==> config.mk <==
export PLATFORM = sky130hd
export DESIGN_NAME = mtd_fifo
export DESIGN_NICKNAME = d
export VERILOG_FILES = /design/src/design/mtd_pkg.sv /design/src/design/mtd_fifo.sv
export SDC_FILE = /design/constraint.sdc
export NUM_CORES = 1
export LEC_CHECK = 0
export BUFFER_PORTS_ARGS = -buffer_cell sky130_fd_sc_hd__buf_2
export CAP_MARGIN = 20
export CORE_ASPECT_RATIO = 0.9
export CORE_MARGIN = 8
export CORE_UTILIZATION = 40
export CTS_CLUSTER_DIAMETER = 100
export DETAILED_ROUTE_END_ITERATION = 6
export PLACE_DENSITY = 0.71
export SYNTH_ARGS = -nofsm -noshare
export SYNTH_HDL_FRONTEND = slang
export SYNTH_SLANG_ARGS = --single-unit
==> constraint.sdc <==
create_clock -name clk_i -period 13.18 [get_ports clk_i]
set_input_delay 1.318 -clock clk_i [delete_from_list [all_inputs] [get_ports clk_i]]
set_output_delay 1.318 -clock clk_i [all_outputs]
set_load 0.1 [all_outputs]
==> src/design/mtd_pkg.sv <==
// ----------------------------------------------------------------------------
// mtd_pkg: shared types and constants
// Widths of the move-toward-destination datapath and the queue entry format.
// ----------------------------------------------------------------------------
`timescale 1ns / 1ps
`default_nettype none

package mtd_pkg;

  localparam int unsigned CoordW   = 32;  // Q16.16 coordinates and speed
  localparam int unsigned DtW      = 31;  // frame time
  localparam int unsigned ThrW     = 31;  // arrival threshold
  localparam int unsigned DiffW    = 33;  // exact coordinate difference
  localparam int unsigned SqW      = 65;  // square of a difference magnitude
  localparam int unsigned RadW     = 66;  // sum of squares
  localparam int unsigned RootW    = 33;  // floor square root of the sum
  localparam int unsigned RemW     = 36;  // square root partial remainder
  localparam int unsigned StepW    = 46;  // speed * frame time, Q30.16
  localparam int unsigned NumW     = 64;  // magnitude * speed
  localparam int unsigned QuotW    = 31;  // velocity magnitude

  localparam int unsigned SqrtStages = RootW;
  localparam int unsigned DivStages  = QuotW;

  localparam int unsigned FifoDepth = 4;
  localparam int unsigned FifoPtrW  = 2;
  localparam int unsigned FifoCntW  = 3;

  localparam int unsigned InTdataW  = 192;
  localparam int unsigned OutTdataW = 128;

  localparam logic [ThrW-1:0] ThrReset = 31'd655;

  // One classified item as it waits between the front and the back.
  typedef struct packed {
    logic              early;   // speed not positive
    logic [CoordW-1:0] pos_x;
    logic [CoordW-1:0] pos_y;
    logic [CoordW-1:0] dest_x;
    logic [CoordW-1:0] dest_y;
    logic              neg_x;
    logic              neg_y;
    logic [SqW-1:0]    sqx;
    logic [SqW-1:0]    sqy;
    logic [StepW-1:0]  step;
    logic [NumW-1:0]   numx;
    logic [NumW-1:0]   numy;
  } item_t;

  typedef struct packed {
    logic full;
    logic empty;
  } q_stat_t;

endpackage

`default_nettype wire

==> src/design/mtd_fifo.sv <==
// ----------------------------------------------------------------------------
// mtd_fifo: classified item queue
// Short queue that decouples the front classifier from the back pipeline.
// ----------------------------------------------------------------------------
`timescale 1ns / 1ps
`default_nettype none

module mtd_fifo (
  input  wire logic            clk_i,
  input  wire logic            rst_ni,
  input  wire logic            push_i,
  input  wire mtd_pkg::item_t  item_i,
  input  wire logic            pop_i,
  output mtd_pkg::item_t       item_o,
  output mtd_pkg::q_stat_t     stat_o
);
  import mtd_pkg::*;

  item_t               mem_q [FifoDepth];
  logic [FifoPtrW-1:0] wr_ptr_q, rd_ptr_q;
  logic [FifoCntW-1:0] count_q;

  always_ff @(posedge clk_i or negedge rst_ni) begin
    if (!rst_ni) begin
      wr_ptr_q <= '0;
      rd_ptr_q <= '0;
      count_q  <= '0;
    end else begin
      if (push_i) wr_ptr_q <= wr_ptr_q + 1'b1;
      if (pop_i)  rd_ptr_q <= rd_ptr_q + 1'b1;
      if (push_i && !pop_i) begin
        count_q <= count_q + 1'b1;
      end else if (pop_i && !push_i) begin
        count_q <= count_q - 1'b1;
      end
    end
  end

  always_ff @(posedge clk_i) begin
    if (push_i) mem_q[wr_ptr_q] <= item_i;
  end

  assign item_o       = mem_q[rd_ptr_q];
  assign stat_o.full  = (count_q == FifoCntW'(FifoDepth));
  assign stat_o.empty = (count_q == '0);

  a_count_bound: assert property (@(posedge clk_i) disable iff (!rst_ni)
    count_q <= FifoCntW'(FifoDepth)) else $error("queue count over depth");
  a_count_up: assert property (@(posedge clk_i) disable iff (!rst_ni)
    push_i && !pop_i |=> count_q == $past(count_q) + 1'b1)
    else $error("queue count did not grow on push");
  a_count_down: assert property (@(posedge clk_i) disable iff (!rst_ni)
    pop_i && !push_i |=> count_q == $past(count_q) - 1'b1)
    else $error("queue count did not shrink on pop");

endmodule

`default_nettype wire

# == Word level (Yosys, flattened, before mapping) ==
# Memories as Yosys holds them, arrays and structs flattened.
# Cells that the tools add are included.
# classes
eq_ne,1
mux,4
addsub,4
reduce_logical,6
# ops
op,n
$mux W3,2
$add A2 B1 Y2 const B,2
$add A3 B1 Y3 const B,1
$eq A3 B3 Y1 const B,1
$logic_not A3 Y1,1
$sub A3 B1 Y3 const B,1
$logic_and A1 B1 Y1,2
$logic_not A1 Y1,2
$mux W1,2
$reduce_bool A2 Y1,1
# totals
out_inout_bits,437
in_bits,439
n_memories,1
word_cells,19
regBits,7
mem_bits_rw,1740
# memory_table
memory,depth,word_bits,read_ports,rd_ports_with_merged_regs,write_ports,line,source
mem_q,4,435,1,0,1,mtd_fifo.sv:19,item_t mem_q [FifoDepth];

# == Longest topological paths before layout ==
# Gate-level depths: netlist of the first run.
# logic_depth
word_depth,4
mapped_depth,7
depth_no_buf,7

# == Worst setup path after synthesis of the first run ==
# OpenSTA, ideal clock, no wires.
# synth_path
path_type,input to register
start,in push_i
end,"mem mem_q[1][0] in the netlist's numbering, enable pin"
arrival_time_ns,11.093
n_path_buf,0
setup_slack_ns,1.234
t_required_ns,12.327
cell_stages,1
path_cell_list,and2_1
# synth_between
elab_chain_cells,2
# synth_lines
item,line,source
start: declaration,mtd_fifo.sv:11,"input wire logic push_i,"
$mux W1,mtd_fifo.sv:40,if (push_i) mem_q[wr_ptr_q] <= item_i;
$mux W1 (not written as such),mtd_fifo.sv:40,
end: declaration,mtd_fifo.sv:19,
# Every way passes these cells.

==> metrics list, run 1 <==
- The flow ran to the end, and the final reports show no timing, DRC or antenna violations.
- Counting the fill cells in the layout gives 12,900.
- Once the floorplan was initialized, standard cells occupied 40.2% of the core.
* Clock insertion delay at the later pin of the skew report: 780 ps
- Number of placement rows: 140
* RePlAce Congestion: 0.748
- Die Y-Extent: 398 um
- Clk slew on worst S/H paths: 60 ps
* Required time at the worst-slack endpoint: 11,860 ps
- Number of I/O port buffers: 875
- The via count of the first global-routing pass came to 29,500.
* Timing-limited maximum frequency: 166 MHz
- For the pin with the worst max-slew slack, the measured transition is 1120 ps.
* Number of DRC violations after detailed-routing iteration 0: 2,264
* Total clock buffers created by CTS: 170
- The critical path in this run is classified as reg2out.
- Per-instance average area after synthesis: 28.1 um^2
* Flip-flop and latch area: 52,400 um^2
- GRT Resource Usage Total: 15.8%
- Detailed placement finished with a half-perimeter wire length of 93,900 um.
- Reg-to-reg critical path startpoint: wr_ptr_q[1]$_DFFE_PN0P_
- The largest single stage delay on the critical path is 1040 ps.
* First-pass GRT wire length: 204,000 um
- On the final layout, the worst clock skew is 21.8 ps.
* Width of the die: 440 um
- Of the cells placed in the final design, the portion with a size suffix greater than 1 is 33.5%.
- Subtracting the final worst setup slack from the clock period gives 6030 ps.
- After routing, the total negative slack on setup checks comes to 0 ps.
- Total setup buffers inserted after CTS: 0
- Most frequent standard cell in the layout excluding fill and tap cells: edfxtp_1
- Yosys printed 0 warnings.
- Fraction of the cycle the final worst path needs: 45.8%
* Grt ovf: 0
* Number of different library cells in the post-synthesis netlist: 21
- The number of antenna violations at the first check in global routing is 80.
* Pin count of the biggest net entering global routing: 159
* Core ar.: 161,000 um^2
- STA classifies the critical path endpoint as a primary output.
- Along the worst path, the maximum fanout reaches 118.
- The count of pins over their slew limit is 0.
- The worst setup path is launched from a register.
- Number of instances in the synthesized netlist: 2,306
- In this run the register-to-register setup slack is 9560 ps.
* Netlist Area Pre-Place: 64,800 um^2
* Family with the most delay on the worst path: buffers and inverters
* Clock tree from TritonCTS: done
* Count of cells resized by post-cts repair: 0
- Before antenna repair, the detailed router went through 5 iterations.
- The number of nets handed over by synthesis was 2,751.
- The signal on the critical path passes through buf_12 -> buf_4 -> mux4_1 -> buf_2.
* Reg-to-reg endpoint: mem_q[1][135]$_DFFE_PP_
- Ratio of routed vias to standard cells: 5.17
* Data arrival time of the critical path: 4710 ps
- Maximum level of the CTS H-tree: 4
- For this run, design rule violations remaining after detail routing come to 0.
* Critical path buffer and inverter count: 3
- Dividing the detail-routed wire length by the instance count gives 25.9 um.
- Post-DRT Antenna Nets: 0
- Count of vias placed by the detailed router: 28,900
- Floorplan die area: 175,000 um^2
- Share of synthesized area occupied by flip-flops and latches: 80.9%
- For this design the top-level I/O count stands at 876.
* Type of the most critical hold path: in2async
* Max cap viols: 0
- The final layout contains 3,737 nets.
- Number of sinks on the clock net: 1,747
* Slowest stage cell on the critical path: dfrtp_4
* Number of buffers on the longest clock path: 3
- Summing all multi-input logic gate instances after layout gives 11,600 um^2.
- Post-detailed-routing wire length: 145,000 um
* Final Hold Fails: 0
- Post-synthesis sequential element count: 1,747
- Commonest non-fill, non-tap cells in the layout: edfxtp_1 (1,740), buf_2 (875), mux4_1 (430)
* Area added between synthesis and finish: 18.5%
* Headroom to the max-slew limit: 25.6%
* Count of cells along the worst register-to-register path: 5
* Count of hold-fix buffers inserted at cts: 0
* Count of final setup violators: 0
- The cell sitting at the root of the clock tree is a clkbuf_16.
- Setup repair after global routing missed its margin: false
-- Yosys cell counts (all sizes together) --
| library cell | number | area, um^2 |
|---|---|---|
| edfxtp | 1740 | 52300 |
| mux4 | 435 | 11400 |
| buf | 80 | 709 |
| clkbuf | 17 | 63.8 |
| dfrtp | 7 | 175 |
| ha | 5 | 62.6 |
| and2 | 4 | 25.0 |
| inv | 4 | 15.0 |
| xor2 | 4 | 35.0 |
| nand2 | 2 | 7.51 |
| xnor2 | 2 | 17.5 |
| fa | 1 | 20.0 |
| mux2 | 1 | 11.3 |
| nor2 | 1 | 3.75 |
| nor3 | 1 | 5.00 |
| nor3b | 1 | 7.51 |
| o21ai | 1 | 5.00 |
-- worst max path at each step --
stage,from,end,slack [ps],cells past startpoint
after global routing,rd_ptr_q[0]$_DFFE_PN0P_,item_o[253],7020,4
after detailed placement,rd_ptr_q[0]$_DFFE_PN0P_,item_o[253],7990,4
after global placement,rd_ptr_q[0]$_DFFE_PN0P_,item_o[253],8040,4
after CTS,rd_ptr_q[0]$_DFFE_PN0P_,item_o[253],7130,4
after floorplan,push_i,mem_q[1][0]$_DFFE_PP_,1230,1
final,rd_ptr_q[0]$_DFFE_PN0P_,item_o[221],7150,4
-- layout make-up --
| cell class | instances | share of cell area (%) |
|---|---|---|
| inverter | 4 | 0.0196 |
| tap | 2130 | 3.47 |
| antenna | 39 | 0.127 |
| clock buffer | 220 | 5.85 |
| multi-input combinational | 458 | 15.1 |
| clock inverter | 90 | 0.992 |
| sequential | 1747 | 68.3 |
| timing repair buffer | 911 | 6.12 |
-- metrics by stage --
step	hold WS [ps]	utilization [%]	setup slack (ps)	cell area, um^2	instances
detailed placement	500	44.3	7990	71400	5250
floorplan	456	-	1230	64800	2306
global route	325	47.6	7020	76800	5590
finish	382	47.6	7150	76800	5599
global placement	472	44.3	8040	71400	5250
CTS	310	47.5	7130	76700	5560
-- logic make-up (layout without fill, tap and decap cells) --
group | Yosys count | count (layout) | synth area share (%)
AO/OA/AOI/OAI | 1 | 1 | 0.00771
XOR/XNOR | 6 | 6 | 0.0811
adder cells (fa/ha/maj) | 6 | 6 | 0.127
buffers and inverters | 101 | 1225 | 1.22
flip-flops | 1747 | 1747 | 80.9
multiplexers | 436 | 436 | 17.6
other | 0 | 39 | 0
AND/OR/NAND/NOR | 9 | 9 | 0.0753
-- state kept, by name, indices dropped and copies added (netlist names) --
name	count
rd_ptr_q	2
count_q	3
mem_q	1740
wr_ptr_q	2
-- layer usage --
layer / global-route usage [%] / vias up / part of all wire, %
met5: 0 / - / 0.10
met1: 18.1 / 15000 / 36
met2: 27.4 / 1004 / 52
met3: 4.81 / 329 / 7.0
met4: 7.28 / 22 / 4.5
li1: - / 12600 / -
Power of run 1 is left out: the tool's default activity adds up to more than one toggle a clock period on the data nets, which glitch-free logic cannot reach.
==> run 2: changes to the inputs <==
- clock period: 13.18 -> 5.6 ns (I/O delays scaled with it)
==> metrics list, run 2 (same netlist as run 1, synthesis figures left out) <==
* First-pass GRT wire length: 216,000 um (was 204,000 um)
* Share of final-layout standard cells stronger than drive strength 1: 30.0% (was 33.5%)
- Number of sinks on the clock net: 1,747 (unchanged)
- Setup repair after global routing missed its margin: false (unchanged)
- Origin of the worst min-delay path: push_i
- Slowest stage cell on the critical path: dfrtp_4 (unchanged)
- Worst clock skew on the final layout: 29.9 ps (was 21.8 ps)
- Critical path cell sequence: buf_4 -> mux4_1 -> buf_2 (was buf_12 -> buf_4 -> mux4_1 -> buf_2).
- Floorplan die area: 175,000 um^2 (unchanged)
- Die Y-Extent: 398 um (unchanged)
- Required time at the worst-slack endpoint: 5040 ps (was 11,860 ps)
- Timing-limited maximum frequency: 246 MHz
* Max cap viols: 0 (unchanged)
- The core box area came to 161,000 um^2 (unchanged).
- Flip-flop count of the largest register, all copies and words added: 1,740 (unchanged)
- Critical path buffer and inverter count: 2 (was 3)
- Worst hold path stage count: 2
* Total setup buffers inserted after CTS: 0 (unchanged)
- The total of buffers placed on input and output ports came to 875 (unchanged).
* Status: finished clean (unchanged)
* Routing usage on met3: 4.54% (was 4.81%)
- Detailed-router iteration count before antenna repair: 5 (unchanged)
- The clock transition at the registers of the reported paths is 60 ps (about the same).
* Total number of nets in the final design: 4,170 (was 3,737)
- Critical path's largest stage delay: 1010 ps (was 1040 ps)
- The most crowded layer after global routing is met2 (unchanged).
* Fraction of the cycle the final worst path needs: 72.7%
- Reg-to-reg critical path startpoint: wr_ptr_q[0]$_DFFE_PN0P_ (was wr_ptr_q[1]$_DFFE_PN0P_)
* Critical Path Stages: 3 (was 4)
* Grt ovf: 0 (unchanged)
* Cell at the root of the clock tree: clkbuf_16 (unchanged)
- Width of the die: 440 um (unchanged)
- Count of final setup violators: 0 (unchanged)
* Data arrival time of the critical path: 3510 ps (was 4710 ps)
- Most frequent standard cell in the layout excluding fill and tap cells: edfxtp_1 (unchanged)
- The initial core utilization was 40.2% (unchanged).
- Number of buffers on the longest clock path: 3 (unchanged)
* Worst setup slack for register-to-register paths: 3290 ps (was 9560 ps)
- Largest reg by FF count: mem_q (unchanged)
- The worst relative slew slack came to 21.9% (was 25.6%).
- I/O pin total: 876 (unchanged)
* Pin count of the biggest net entering global routing: 143 (was 159)
* Total clock buffers created by CTS: 170 (unchanged)
- Initial antenna violation count: 24 (was 80)
- Maximum level of the CTS H-tree: 4 (unchanged)
- Shortest period the worst path allows: 4070 ps
- Kind of launch point of the worst setup path: register (unchanged)
- Vias in the first global route: 32,500 (was 29,500)
- Largest registers ranked by flip-flop count: mem_q: 1740 flops, count_q: 3 flops (unchanged).
- The remaining antenna violation count after routing came to 0 (unchanged).
* Clock insertion delay at the later pin of the skew report: 800 ps (was 780 ps)
- Reg-to-reg endpoint: mem_q[2][137]$_DFFE_PP_ (was mem_q[1][135]$_DFFE_PP_)
- RePlAce Congestion: 0.815 (was 0.748)
- Ratio of routed vias to standard cells: 5.12 (was 5.17)
- Routed wire per std cell: 25.3 um (was 25.9 um)
- Startpoint-to-endpoint class of the critical path: reg2out (unchanged)
* Worst Path Max Fanout: 43 (was 118)
- The worst hold path terminates at wr_ptr_q[0]$_DFFE_PN0P_.
- Number of DRC violations after detailed-routing iteration 0: 2,168 (was 2,264)
* Final Slew Violations: 0 (unchanged)
- DRC violations left: 0 (unchanged)
- The clock tree from TritonCTS is done (unchanged).
- Count of vias placed by the detailed router: 30,800 (was 28,900)
* Type of the most critical hold path: in2reg (was in2async)
- The final hold violation count is 0 (unchanged).
- The share of the core filled with cells in the final layout came to 50.6% (was 47.6%).
- The global router's overall resource usage is 16.5% (was 15.8%).
- Met2 routing resource usage after global routing: 29.3% (was 27.4%)
* Actual transition at the worst max-transition pin: 1170 ps (was 1120 ps)
* Family with the most delay on the worst path: flip-flops (was buffers and inverters)
* Commonest non-fill, non-tap cells in the layout: edfxtp_1 (1,740), buf_2 (875), dlygate4sd3_1 (432) (was edfxtp_1 (1,740), buf_2 (875), mux4_1 (430))
- The depth of the worst register-to-register path is 4 (was 5).
* Crit end category: primary output (unchanged)
- Half-perimeter wire length after detailed placement: 94,400 um (was 93,900 um)
* Post-detailed-routing wire length: 152,000 um (was 145,000 um)
* Met1 GRT Util: 18.7% (was 18.1%)
- Number of placement rows: 140 (unchanged)
- The relative area change from synthesis to final layout is 25.8% (was 18.5%).
run 2: cell count changes in the layout (fill, tap and decap cells not counted), sizes merged:
cell | previous run | this run
buf | 911 | 912
clkinvlp | 8 | 5
diode | 39 | 19
dlygate4sd3 | 0 | 432
bufinv | 7 | 14
inv | 10 | 9
clkbuf | 220 | 198
clkinv | 69 | 80
run 2: repair_timing:
| item | in CTS | in global routing |
|---|---|---|
| endpoints found under the hold margin | 1728 | 0 |
| resized for setup | 0 | 0 |
| hold buffers | 432 | 0 |
| setup endpoints to repair | 0 | 0 |
run 2: worst reg2reg max path: stages (launching register included):
cell and delay [ps]:
dfrtp_1 420, inv_1 100, ha_1 150, and2_4 460, buf_12 620
run 2: worst max-delay path by stage:
| stage | start | to | slack (ps) |
|---|---|---|---|
| global route | rd_ptr_q[0]$_DFFE_PN0P_ | item_o[352] | 1390 |
| finish | rd_ptr_q[0]$_DFFE_PN0P_ | item_o[352] | 1530 |
| detailed placement | rd_ptr_q[0]$_DFFE_PN0P_ | item_o[49] | 2340 |
| floorplan | push_i | mem_q[3][0]$_DFFE_PP_ | -740 |
| CTS | rd_ptr_q[0]$_DFFE_PN0P_ | item_o[49] | 1440 |
| global placement | rd_ptr_q[0]$_DFFE_PN0P_ | item_o[49] | 2350 |
run 2: metrics by stage:
step | worst slack [ps] | setup TNS (ps) | hold WS (ps) | instance area, um^2 | cells
6_report | 1530 | 0 | 93.2 | 81600 | 6004
5_1_grt | 1390 | 0 | 23.2 | 81600 | 6000
4_1_cts | 1440 | 0 | 0.195 | 81500 | 5985
3_5_place_dp | 2340 | 0 | 422 | 71700 | 5251
3_3_place_gp | 2350 | 0 | 418 | 71700 | 5251
2_1_floorplan | -743 | -323040 | 264 | 64800 | 2306
run 2: layout make-up:
cell class,instances,area (um^2)
Timing Repair Buffer,1344,9240
Clock buffer,198,4380
Fill cell,12400,79800
Multi-Input combinational cell,458,11600
Sequential cell,1747,52400
Antenna cell,19,47.5
Clock inverter,104,1160
Inverter,4,15.0
Tap cell,2130,2670
run 2: layer usage:
metal | part of all wire, % | routed length (um)
met2 | 53 | 79800
met3 | 6.8 | 10400
met1 | 36 | 54600
met4 | 4.6 | 6990
met5 | 0.017 | 26
Power of run 2 is left out for the same reason.
